File: src/design/pqs_pkg.sv
`default_nettype none
package pqs_pkg;

    localparam logic [1:0] CMD_LOAD_CODE  = 2'd0;
    localparam logic [1:0] CMD_LOAD_TABLE = 2'd1;
    localparam logic [1:0] CMD_SEARCH     = 2'd2;
    localparam logic [1:0] CMD_NONE       = 2'd3;

    localparam logic [1:0] CFG_CHUNKS     = 2'd0;
    localparam logic [1:0] CFG_CODEBOOK   = 2'd1;
    localparam logic [1:0] CFG_BASE       = 2'd2;
    localparam logic [1:0] CFG_RESULTS    = 2'd3;

    localparam int CODE_AW  = 16;
    localparam int ID_W     = 13;
    localparam int GROUP    = 4;
    localparam logic signed [31:0] DIST_MAX = 32'sh7FFF_FFFF;

    typedef struct packed {
        logic [1:0]         cmd;
        logic [15:0]        location;
        logic [7:0]         code_byte;
        logic signed [23:0] table_value;
    } in_item_t;

    typedef struct packed {
        logic [5:0]         rank;
        logic [11:0]        vector_id;
        logic signed [31:0] distance;
        logic               found;
        logic               last;
    } out_item_t;

    typedef struct packed {
        logic [4:0]  chunks_in_use;
        logic [8:0]  codebook_size;
        logic [12:0] base_count;
        logic [6:0]  result_count;
    } cfg_t;

endpackage
`default_nettype wire

File: src/design/pqs_front.sv
`default_nettype none
module pqs_front
    import pqs_pkg::*;
(
    input  wire logic     clk,
    input  wire logic     rst_n,
    input  wire logic     in_valid,
    output logic          in_stall,
    input  wire in_item_t in_data,
    output logic          q_valid,
    output in_item_t      q_item,
    input  wire logic     q_pop
);

    // Two-entry queue; unknown commands are dropped on entry.
    in_item_t slot_reg [2];
    logic     wr_ptr_reg;
    logic     rd_ptr_reg;
    logic [1:0] count_reg;
    logic     push;

    assign in_stall = (count_reg == 2'd2);
    assign push     = in_valid && !in_stall && (in_data.cmd != CMD_NONE);
    assign q_valid  = (count_reg != 2'd0);
    assign q_item   = slot_reg[rd_ptr_reg];

    always_ff @(posedge clk)
    begin
        if (push)
        begin
            slot_reg[wr_ptr_reg] <= in_data;
        end
    end

    always_ff @(posedge clk or negedge rst_n)
    begin
        if (!rst_n)
        begin
            wr_ptr_reg <= 1'b0;
            rd_ptr_reg <= 1'b0;
            count_reg  <= 2'd0;
        end
        else
        begin
            if (push)
            begin
                wr_ptr_reg <= !wr_ptr_reg;
            end
            if (q_pop)
            begin
                rd_ptr_reg <= !rd_ptr_reg;
            end
            count_reg <= count_reg + {1'b0, push} - {1'b0, q_pop};
        end
    end

endmodule
`default_nettype wire

File: config.mk
export PLATFORM = sky130hd
export DESIGN_NAME = pqs_front
export DESIGN_NICKNAME = d
export VERILOG_FILES = /design/src/design/pqs_pkg.sv /design/src/design/pqs_front.sv
export SDC_FILE = /design/constraint.sdc
export NUM_CORES = 1
export LEC_CHECK = 0
export BUFFER_PORTS_ARGS = -buffer_cell sky130_fd_sc_hd__buf_2
export CORE_AREA = 2 2 94 96
export CTS_CLUSTER_DIAMETER = 120
export DETAILED_ROUTE_END_ITERATION = 8
export DIE_AREA = 0 0 96 98
export GPL_TIMING_DRIVEN = 0
export PLACE_DENSITY = 0.81
export SLEW_MARGIN = 0
export SYNTH_ARGS = -nofsm -noshare
export SYNTH_HDL_FRONTEND = slang
export SYNTH_SLANG_ARGS = --single-unit
File: constraint.sdc
create_clock -name clk -period 4.4 [get_ports clk]
set_clock_uncertainty 0.05 [all_clocks]
set_input_delay 0.88 -clock clk [delete_from_list [all_inputs] [get_ports clk]]
set_output_delay 0.88 -clock clk [all_outputs]
set_load 0.02 [all_outputs]
### Word-level counts from Yosys, hierarchy flattened

Memories as Yosys holds them, arrays and structs flattened.
Index checks and enable logic that the tools add are counted.

| word-level totals | value |
|---|---|
| register bits after elaboration | 4 |
| bits in writable memories | 100 |
| output and inout bits | 52 |
| memories | 1 |

Memory list:

| memory | depth | bits a word | rd ports | clocked after memory_dff | write ports | line | text |
|---|---|---|---|---|---|---|---|
| slot_reg | 2 | 50 | 1 | 0 | 1 | pqs_front.sv:16 | `in_item_t slot_reg [2];` |

| operators by class | value |
|---|---|
| $add $sub $neg | 2 |
| equality and inequality tests | 2 |
| mux-type cells | 2 |
| reduce and logical (&&, ||, !) cells | 6 |

Operators with widths:

| cell | number |
|---|---|
| 1-bit zero test | 3 |
| 2-bit by 1-bit adder with 2-bit output | 1 |
| 2-bit == test (second input constant) | 1 |
| 1-bit logical AND | 2 |
| 1-bit two-way mux | 2 |
| 2-bit != test (second input constant) | 1 |
| 2-bit nonzero test | 1 |
| 2-bit by 1-bit subtractor with 2-bit output | 1 |

### Longest topological paths before layout

Gate-level depths: netlist of run 1.

| depth | value |
|---|---|
| depth after elaboration | 6 |
| gate-level depth with buffers | 7 |
| gate-level depth less buffers | 7 |

### Worst setup path after synthesis of run 1

Ideal clock, no wire load.

| timing path | value |
|---|---|
| kind | input port to flip-flop |
| start | input in_data[48] (netlist bit) |
| end | memory slot_reg[0][0] (netlist bit) (enable) |
| setup time | 0.458 ns |
| arrival time | 3.184 ns |
| required time | 3.892 ns |
| setup slack | 0.709 ns |
| stages on the path | 3 |
| cells stage by stage | nand2_1 -> nand3b_4 -> nor2_1 |

| on the way | value |
|---|---|
| word-level cells in the longest chain between the ends | 4 |

Ends and longest elaborated chain:

| element | line | text |
|---|---|---|
| start: declaration | pqs_front.sv:9 | `input wire in_item_t in_data,` |
| 2-bit != test | pqs_front.sv:23 | `assign push = in_valid && !in_stall && (in_data.cmd != CMD_NONE);` |
| 1-bit logical AND | pqs_front.sv:23 |  |
| 1-bit two-way mux | pqs_front.sv:29 | `if (push)` |
| 1-bit two-way mux (not written as such) | pqs_front.sv:31 | `slot_reg[wr_ptr_reg] <= in_data;` |
| end: declaration | pqs_front.sv:16 |  |

No other way between the ends.

==> impl_metrics.py, run 1 <==
metrics = {
    "run_status": {
        "status": "complete, no violations",
    },
    "synth": {
        "syn_avg_cell_area_um2": 23.41,
        "yosys_warnings": 0,
        "yosysTopAreaCellShare": 0.7371,
        "synth_top_area_cell": "edfxtp_1",
        "yosysUniqueCellTypes": 15,
        "synth_area_um2": 4074,
        "netlist_top_cells_area": "edfxtp_1 74%, mux2_4 18%, buf_12 2.5%",
        "syn_nets": 230,
        "postSynthRegisterBits": 104,
        "synth_cells": 174,
        "ys_seq_area_frac": 0.7617,
    },
    "worst_setup_path": {
        "cp_data_required_time_ns": 3.47,
        "crit_fanout": 10,
        "criticalPathCategory": "flop to output pin",
        "rrSetupSlack_ns": 2.44,
        "r2r-end": "slot_reg[0][5]",
        "crit_path_start_kind": "flop",
        "crit_chain": "buf_6 -> buf_12 -> mux2_4 -> buf_2",
        "cp_slowest_stage_delay_ns": 0.38,
        "r2r-start": "count_reg[1]",
        "slowest_stage": "dfrtp_1",
        "startpoint": "rd_ptr_reg",
        "rr_worst_depth": 4,
        "arrival_ns": 1.50,
        "cp-end-kind": "output pin",
    },
    "timing": {
        "max_slew_margin": 0.5825,
        "finalHoldViolations": 0,
        "report.final.slew_viol_count": 0,
        "setup_violations": 0,
        "setup_tns_ns": 0,
        "finalCriticalPeriod_ns": 2.433,
        "rsz0062_at_grt": "no",
        "worst_pin_slew_ns": 0.6248,
        "timing.final.crit_share": 0.5529,
        "fmax_ghz": 0.4111,
    },
    "run": {
        "maxCapViolCount": 0,
    },
    "clock_network": {
        "clock-sinks": 104,
        "clk_pin_slew_ns": 0.09,
        "post-cts-setup-buffer-count": 0,
        "cts_tree": "built",
        "cts_resized": 0,
        "cts_hold_buf": 0,
        "cts_root_buf": "clkbuf_8",
        "cts_buffers": 9,
        "cts.path.max_buffers": 2,
        "htreeDepth": 3,
        "clk_latency_ns": 0.35,
    },
    "global_route": {
        "grt_first_pass_wirelength_um": 9459,
        "antenna_found_initial": 0,
        "grt.overflow.total": 0,
        "grt_pass1_vias": 1961,
        "grt_usage": 0.1379,
        "grt_max_degree": 33,
    },
    "placed_design": {
        "io_buffers": 105,
        "place_inst": 390,
        "dpl_cell_area_um2": 4825,
        "dp_hpwl_um": 4378,
        "gp_congestion": 0.6134,
    },
    "floorplanning": {
        "io_pins": 106,
        "rows": 34,
        "initial_utilization": 0.4812,
        "dieHeight_um": 98,
        "core_um2": 8466,
        "die_x_um": 96,
        "die_area_um2": 9408,
    },
    "pwr": {
        "powerDensity_nw_per_um2": 629.4,
        "power.total_mw": 3.144,
        "p_sw_frac": 0.3221,
        "ir_worst_vdd_mv": 0.3966,
        "p_clk_frac": 0.164,
        "p_switching_mw": 1.013,
        "p_comb_frac": 0.407,
        "p_int_mw": 2.131,
        "leakage_nw": 2.022,
        "pwr-share-seq": 0.428,
    },
    "routing": {
        "drtIter0Drc": 61,
        "via_count": 1929,
        "drc": 0,
        "detail_route.first_pass.iterations": 4,
        "post_drt_wl_per_cell_um": 15.17,
        "drt.antenna.violating_nets": 0,
        "drt-total-wl_um": 6158,
        "routed_via_density": 4.751,
    },
    "cells_and_area": {
        "multi_input_area_um2": 867.1,
        "syn2layout_area_growth_pct": 22.64,
        "n_antenna_cell": 0,
        "num-nets-final": 349,
        "postLayoutCellArea_um2": 4996,
        "most-common-layout-cells": "105 x buf_2, 100 x edfxtp_1, 49 x mux2_4",
        "regArea_um2": 3103,
        "layout_commonest_cell": "buf_2",
        "largest_reg_flops": 100,
        "drive_above_1_share": 0.6141,
        "fillCellCount": 670,
        "finalNonFillerCells": 406,
    },
    "min_path": {
        "hp-class": "input pin to async pin",
    },
}
[routing by layer]
| layer | share of wire | track usage | up-vias |
|---|---|---|---|
| met3 | 0.061 | 0.03704 | 8 |
| met2 | 0.54 | 0.2366 | 61 |
| li1 | - | - | 915 |
| met5 | 0 | 0 | - |
| met4 | 0.017 | 0.06593 | 0 |
| met1 | 0.38 | 0.1571 | 945 |
[cell usage after synthesis]
cell	number
nand3b_4	1
and2b_1	1
or2_2	1
nor2_1	2
mux2_2	1
edfxtp_1	100
xnor2_1	3
buf_12	5
dfrtp_1	4
mux2_4	49
inv_1	2
xor2_1	1
nand2_1	1
buf_6	1
ha_1	2
[area by class of cell]
cell class / count / share of cell area
Timing Repair Buffer: 108 / 0.1202
Inverter: 2 / 0.001503
Multi-Input combinational cell: 62 / 0.1736
Buffer: 6 / 0.02229
Clock buffer: 9 / 0.02479
Sequential cell: 104 / 0.6211
Tap cell: 108 / 0.02705
Clock inverter: 7 / 0.009517
[metrics by stage]
stage / worst slack [ns] / utilization / hold slack [ns]
floorplan: 0.7085 / - / 0.4169
global placement: -0.6432 / 0.5593 / 0.4306
detailed placement: 1.921 / 0.5699 / 0.4775
CTS: 1.933 / 0.5902 / 0.2513
global route: 1.917 / 0.5902 / 0.2593
finish: 1.967 / 0.5902 / 0.2682
[how the worst max path moves through the flow]
stage,endpoint,slack (ns),depth (start not counted)
floorplan,slot_reg[0][0],0.71,3
global placement,slot_reg[0][14],-0.64,4
CTS,q_item[37],1.93,4
detailed placement,slot_reg[0][3],1.92,5
global route,q_item[37],1.92,4
finish,q_item[37],1.97,4
[worst max-delay path, delay by kind of cell (launching register included)]
kind	cells	cell delay, ns
buffers and inverters	3	0.46
multiplexers	1	0.29
flip-flops	1	0.38
[power groups by stage]
stage	clock network, mW	logic, mW	registers, mW
finish	0.517	1.28	1.35
global route	0.574	1.37	1.36
CTS	0.536	1.31	1.35
detailed placement	0	1.31	1.37
global placement	0	1.24	1.38
floorplan	0	0.957	1.37
[kinds of logic (layout without fill, tap and decap cells)]
kind of cell / Yosys count / in the layout / share of synthesized area
buf+inv: 8 / 132 / 0.02918
fa+ha+maj: 2 / 2 / 0.006142
xor+xnor: 4 / 4 / 0.008601
simple gates: 6 / 6 / 0.01106
flops: 104 / 104 / 0.7617
mux: 50 / 50 / 0.1834
Note: power is estimated with default switching activity, not from simulation.
==> run 2: changes to the inputs <==
--- a/config.mk
+++ b/config.mk
@@ -6,12 +6,12 @@
 export NUM_CORES = 1
 export LEC_CHECK = 0
 export BUFFER_PORTS_ARGS = -buffer_cell sky130_fd_sc_hd__buf_2
-export CORE_AREA = 2 2 94 96
+export CORE_AREA = 2 2 97 99
 export CTS_CLUSTER_DIAMETER = 120
 export DETAILED_ROUTE_END_ITERATION = 8
-export DIE_AREA = 0 0 96 98
+export DIE_AREA = 0 0 99 101
 export GPL_TIMING_DRIVEN = 0
-export PLACE_DENSITY = 0.81
+export PLACE_DENSITY = 0.8
 export SLEW_MARGIN = 0
 export SYNTH_ARGS = -nofsm -noshare
 export SYNTH_HDL_FRONTEND = slang
==> constraint.sdc (replaced) <==
create_clock -name clk -period 2.1 [get_ports clk]
set_clock_uncertainty 0.05 [all_clocks]
set_input_delay 0.42 -clock clk [delete_from_list [all_inputs] [get_ports clk]]
set_output_delay 0.42 -clock clk [all_outputs]
set_load 0.02 [all_outputs]
==> impl_metrics.py, run 2 (synthesis gave the netlist of run 1 again) <==
metrics = {
    "placed_design": {
        "dp_hpwl_um": 4325,
        "io_buffers": 105,
        "gp_congestion": 0.6667,
        "place_inst": 392,
    },
    "routing": {
        "drt.antenna.violating_nets": 0,
        "routed_via_density": 4.733,
        "post_drt_wl_per_cell_um": 15.40,
        "via_count": 1936,
        "drt-total-wl_um": 6297,
        "detail_route.first_pass.iterations": 4,
        "drc": 0,
        "drtIter0Drc": 61,
    },
    "pwr": {
        "p_int_mw": 4.548,
        "p_switching_mw": 2.092,
        "ir_worst_vdd_mv": 0.6257,
        "leakage_nw": 2.014,
        "p_sw_frac": 0.3151,
        "powerDensity_nw_per_um2": 1330,
        "p_comb_frac": 0.398,
        "pwr-share-seq": 0.425,
        "p_clk_frac": 0.176,
    },
    "timing": {
        "worst_pin_slew_ns": 0.6635,
        "fin_hold_ws_ns": 0.2003,
        "max_slew_margin": 0.5566,
        "rsz0062_at_grt": "yes",
        "timing.final.crit_share": 0.9504,
        "finalHoldViolations": 0,
        "fmax_ghz": 0.5010,
        "finalCriticalPeriod_ns": 1.996,
        "setup_tns_ns": 0,
        "report.final.slew_viol_count": 0,
        "setup_violations": 0,
    },
    "worst_setup_path": {
        "crit_chain": "and2b_1 -> nand3b_4 -> nor2_4 -> buf_12",
        "criticalPathCategory": "flop to flop",
        "cp_top_family": "simple AND/OR/NAND/NOR gates",
        "r2r-start": "count_reg[1]",
        "r2r-end": "slot_reg[1][24]",
        "cp_slowest_stage_delay_ns": 0.54,
        "arrival_ns": 1.99,
        "crit_fanout": 31,
        "cp-end-kind": "flop",
        "slowest_stage": "nor2_4",
        "rr_worst_depth": 4,
        "rrSetupSlack_ns": 0.10,
        "path_buf_inv": 1,
        "cp_data_required_time_ns": 2.09,
        "crit_path_start_kind": "flop",
    },
    "run_status": {
        "status": "complete, no violations",
    },
    "floorplanning": {
        "die_x_um": 99,
        "core_um2": 8977,
        "dieHeight_um": 101,
        "rows": 35,
        "io_pins": 106,
        "initial_utilization": 0.4538,
        "die_area_um2": 9999,
    },
    "clock_network": {
        "cts.path.max_buffers": 2,
        "cts_tree": "built",
        "cts_buffers": 9,
        "post-cts-setup-buffer-count": 0,
        "cts_root_buf": "clkbuf_8",
        "clk_latency_ns": 0.34,
        "clk_pin_slew_ns": 0.10,
        "htreeDepth": 3,
        "cts_resized": 0,
        "clock-sinks": 104,
    },
    "min_path": {
        "hp-class": "input pin to flop",
        "hold-path-cell-count": 1,
        "hp-start": "in_data[41]",
        "hold_end": "slot_reg[1][41]",
    },
    "cells_and_area": {
        "drive_above_1_share": 0.6061,
        "syn2layout_area_growth_pct": 22.54,
        "largest_reg_flops": 100,
        "layout_commonest_cell": "buf_2",
        "most-common-layout-cells": "105 x buf_2, 100 x edfxtp_1, 49 x mux2_4",
        "finalNonFillerCells": 409,
        "num-nets-final": 349,
        "fillCellCount": 702,
    },
    "global_route": {
        "grt_max_degree": 32,
        "grt_first_pass_wirelength_um": 9632,
        "grt_pass1_vias": 1996,
        "grt.overflow.total": 0,
        "antenna_found_initial": 1,
        "grt_usage": 0.1290,
    },
    "run": {
        "maxCapViolCount": 0,
    },
}
-- run 2: changes by cell type in the layout (fill, tap and decap cells not counted) --
cell,before,now
buf_12,6,7
buf_16,2,0
bufinv_16,0,1
clkbuf_1,0,1
clkinv_2,2,0
diode_2,0,1
dlygate4sd3_1,0,1
inv_6,1,0
-- run 2: power groups by stage --
stage          sequential, mW  clock [mW]  combinational, mW
5_1_grt                  2.86        1.30               2.82
2_1_floorplan            2.85           0               2.01
4_1_cts                  2.83        1.22               2.70
3_5_place_dp             2.88           0               2.70
6_report                 2.83        1.17               2.64
3_3_place_gp             2.88           0               2.61
-- run 2: worst max-delay path by stage --
stage / from / endpoint / slack [ns] / cells after the start
6_report: count_reg[1] / slot_reg[1][24] / 0.10 / 4
5_1_grt: count_reg[1] / slot_reg[0][10] / -0.03 / 4
4_1_cts: count_reg[1] / slot_reg[0][0] / 0.07 / 4
3_5_place_dp: in_data[48] / slot_reg[1][9] / 0.09 / 5
3_3_place_gp: in_data[48] / slot_reg[1][16] / -1.15 / 4
2_1_floorplan: count_reg[1] / slot_reg[0][0] / -0.49 / 3
-- run 2: routing by layer --
metal,vias up,GRT usage,part of all wire
li1,917,-,-
met1,948,0.1471,0.39
met2,64,0.2282,0.53
met3,7,0.03675,0.063
met4,0,0.05374,0.010
met5,-,0,0
-- run 2: final cells by class --
| cell class | count | area [um^2] | share of cell area |
|---|---|---|---|
| multi-input combinational | 62 | 867.1 | 0.1737 |
| sequential | 104 | 3103 | 0.6216 |
| timing repair buffer | 108 | 575.6 | 0.1153 |
| buffer | 6 | 111.4 | 0.02231 |
| antenna | 1 | 2.502 | 0.0005013 |
| inverter | 2 | 7.507 | 0.001504 |
| clock inverter | 5 | 58.81 | 0.01178 |
| clock buffer | 10 | 127.6 | 0.02556 |
| tap | 111 | 138.9 | 0.02782 |
-- run 2: timing repair --
item | 4_1_cts | 5_1_grt
hold buffers | 1 | 0
setup endpoints to repair | 0 | 43
endpoints found under the hold margin | 4 | 0
-- run 2: metrics by stage --
step           setup slack, ns    util  instance area [um^2]  power (mW)
2_1_floorplan          -0.4934       -                  4079       4.866
3_3_place_gp            -1.155  0.5284                  4743       5.485
3_5_place_dp           0.08768  0.5339                  4793       5.577
5_1_grt               -0.02618  0.5558                  4990       6.974
4_1_cts                0.07406  0.5558                  4990       6.751
6_report                0.1041  0.5561                  4992       6.640
==> run 3: changes to the inputs <==
--- a/config.mk
+++ b/config.mk
@@ -6,10 +6,10 @@
 export NUM_CORES = 1
 export LEC_CHECK = 0
 export BUFFER_PORTS_ARGS = -buffer_cell sky130_fd_sc_hd__buf_2
-export CORE_AREA = 2 2 97 99
+export CORE_AREA = 8 8 103 105
 export CTS_CLUSTER_DIAMETER = 120
 export DETAILED_ROUTE_END_ITERATION = 8
-export DIE_AREA = 0 0 99 101
+export DIE_AREA = 0 0 111 113
 export GPL_TIMING_DRIVEN = 0
 export PLACE_DENSITY = 0.8
 export SLEW_MARGIN = 0
==> impl_metrics.py, run 3 (synthesis gave the netlist of run 1 again) <==
metrics = {
    "timing": {
        "finalHoldViolations": 0,
        "worst_slack_ns": 0.06059,
        "rsz0062_at_grt": "yes",
        "timing.final.crit_share": 0.9711,
        "setup_violations": 0,
        "report.final.slew_viol_count": 0,
        "worst_pin_slew_ns": 0.7640,
        "finalCriticalPeriod_ns": 2.039,
        "max_slew_margin": 0.4895,
        "fmax_ghz": 0.4903,
    },
    "global_route": {
        "grt_pass1_vias": 2152,
        "grt_first_pass_wirelength_um": 10790,
        "grt.overflow.total": 0,
        "grt_usage": 0.1113,
        "grt_max_degree": 28,
        "antenna_found_initial": 0,
    },
    "cells_and_area": {
        "largest_reg_flops": 100,
        "multi_input_area_um2": 867.1,
        "layout_commonest_cell": "buf_2",
        "most-common-layout-cells": "105 x buf_2, 100 x edfxtp_1, 49 x mux2_4",
        "regArea_um2": 3103,
        "num-nets-final": 349,
        "fillCellCount": 713,
        "syn2layout_area_growth_pct": 21.99,
        "postLayoutCellArea_um2": 4970,
        "drive_above_1_share": 0.6040,
    },
    "run": {
        "maxCapViolCount": 0,
    },
    "placed_design": {
        "io_buffers": 105,
        "gp_congestion": 0.6533,
        "dp_hpwl_um": 5060,
        "dp_worst_setup_slack_ns": 0.0006647,
        "dpl_cell_area_um2": 4793,
    },
    "floorplanning": {
        "rows": 35,
        "initial_utilization": 0.4538,
        "die_x_um": 111,
        "io_pins": 106,
        "die_area_um2": 12540,
        "dieHeight_um": 113,
        "core_um2": 8977,
    },
    "clock_network": {
        "clk_pin_slew_ns": 0.09,
        "cts_tree": "built",
        "cts_buffers": 9,
        "htreeDepth": 3,
        "clock-sinks": 104,
        "cts.path.max_buffers": 2,
        "cts_root_buf": "clkbuf_8",
        "clk_latency_ns": 0.34,
    },
    "worst_setup_path": {
        "arrival_ns": 2.04,
        "cp_slowest_stage_delay_ns": 0.61,
        "cp-end-kind": "flop",
        "slowest_stage": "nor2_4",
        "crit_path_start_kind": "flop",
        "crit_chain": "and2b_1 -> nand3b_4 -> nor2_4 -> buf_12",
        "criticalPathCategory": "flop to flop",
        "crit_fanout": 27,
        "cp_data_required_time_ns": 2.10,
    },
    "routing": {
        "post_drt_wl_per_cell_um": 16.92,
        "drc": 0,
        "detail_route.first_pass.iterations": 3,
        "routed_via_density": 4.688,
        "drt.antenna.violating_nets": 0,
        "via_count": 1922,
        "drt-total-wl_um": 6937,
        "drtIter0Drc": 42,
    },
    "min_path": {
        "hp-class": "input pin to flop",
    },
    "pwr": {
        "ir_worst_vdd_mv": 0.7333,
        "powerDensity_nw_per_um2": 1316,
        "power.total_mw": 6.541,
        "leakage_nw": 2.001,
    },
    "run_status": {
        "status": "complete, no violations",
    },
}
## run 3: area by class of cell
class / instances / share of cell area
Antenna cell: 1 / 0.0005035
Buffer: 6 / 0.02241
Clock buffer: 10 / 0.02568
Clock inverter: 6 / 0.007301
Inverter: 2 / 0.001511
Multi-Input combinational cell: 62 / 0.1745
Sequential cell: 104 / 0.6244
Tap cell: 111 / 0.02795
Timing Repair Buffer: 108 / 0.1158
## run 3: worst max-delay path, delay by kind of cell (launching register included)
family,cells,cell delay (ns)
and+or+nand+nor,3,0.99
DFF,1,0.41
buffers and inverters,1,0.28
## run 3: through the flow
step | TNS (ns) | hold slack (ns) | utilization | std cells
2_1_floorplan | -49.34 | 0.07441 | - | 174
3_3_place_gp | -114.19 | 0.1765 | 0.5284 | 390
3_5_place_dp | 0 | 0.1819 | 0.5339 | 392
4_1_cts | 0 | 0.1812 | 0.5533 | 409
5_1_grt | -3.968 | 0.1694 | 0.5533 | 409
6_report | 0 | 0.2024 | 0.5536 | 410
## run 3: timing repair
action	4_1_cts	5_1_grt
resized for setup	0	0
hold buffers	1	0
endpoints found under the hold margin	4	0
setup endpoints to repair	0	54
buffers inserted	0	0
## run 3: final timing paths
kind / cells past startpoint / start / slack, ns / endpoint
hold / removal: 1 / in_data[35] / 0.20 / slot_reg[1][35]
setup / recovery: 4 / count_reg[1] / 0.06 / slot_reg[0][9]
setup reg to reg: 4 / count_reg[1] / 0.06 / slot_reg[0][9]
max in group asynchronous: 2 / rst_n / 1.52 / count_reg[0]
hold reg to reg: 1 / count_reg[0] / 0.48 / count_reg[0]
min in group asynchronous: 2 / rst_n / 0.36 / rd_ptr_reg
## run 3: report_power, final
group	switching [mW]	leakage, nW	total, mW	internal [mW]
registers	0.106	0.968	2.82	2.72
logic	1.38	0.956	2.66	1.28
clock network	0.631	0.0774	1.05	0.424
## run 3: routing by layer
layer	part of all wire	routed length [um]	vias up	global-route usage
met5	0	0	-	0
li1	-	-	914	-
met3	0.083	573	6	0.05397
met1	0.37	2594	940	0.1070
met4	0.0098	68	0	0.04054
met2	0.53	3700	62	0.2015
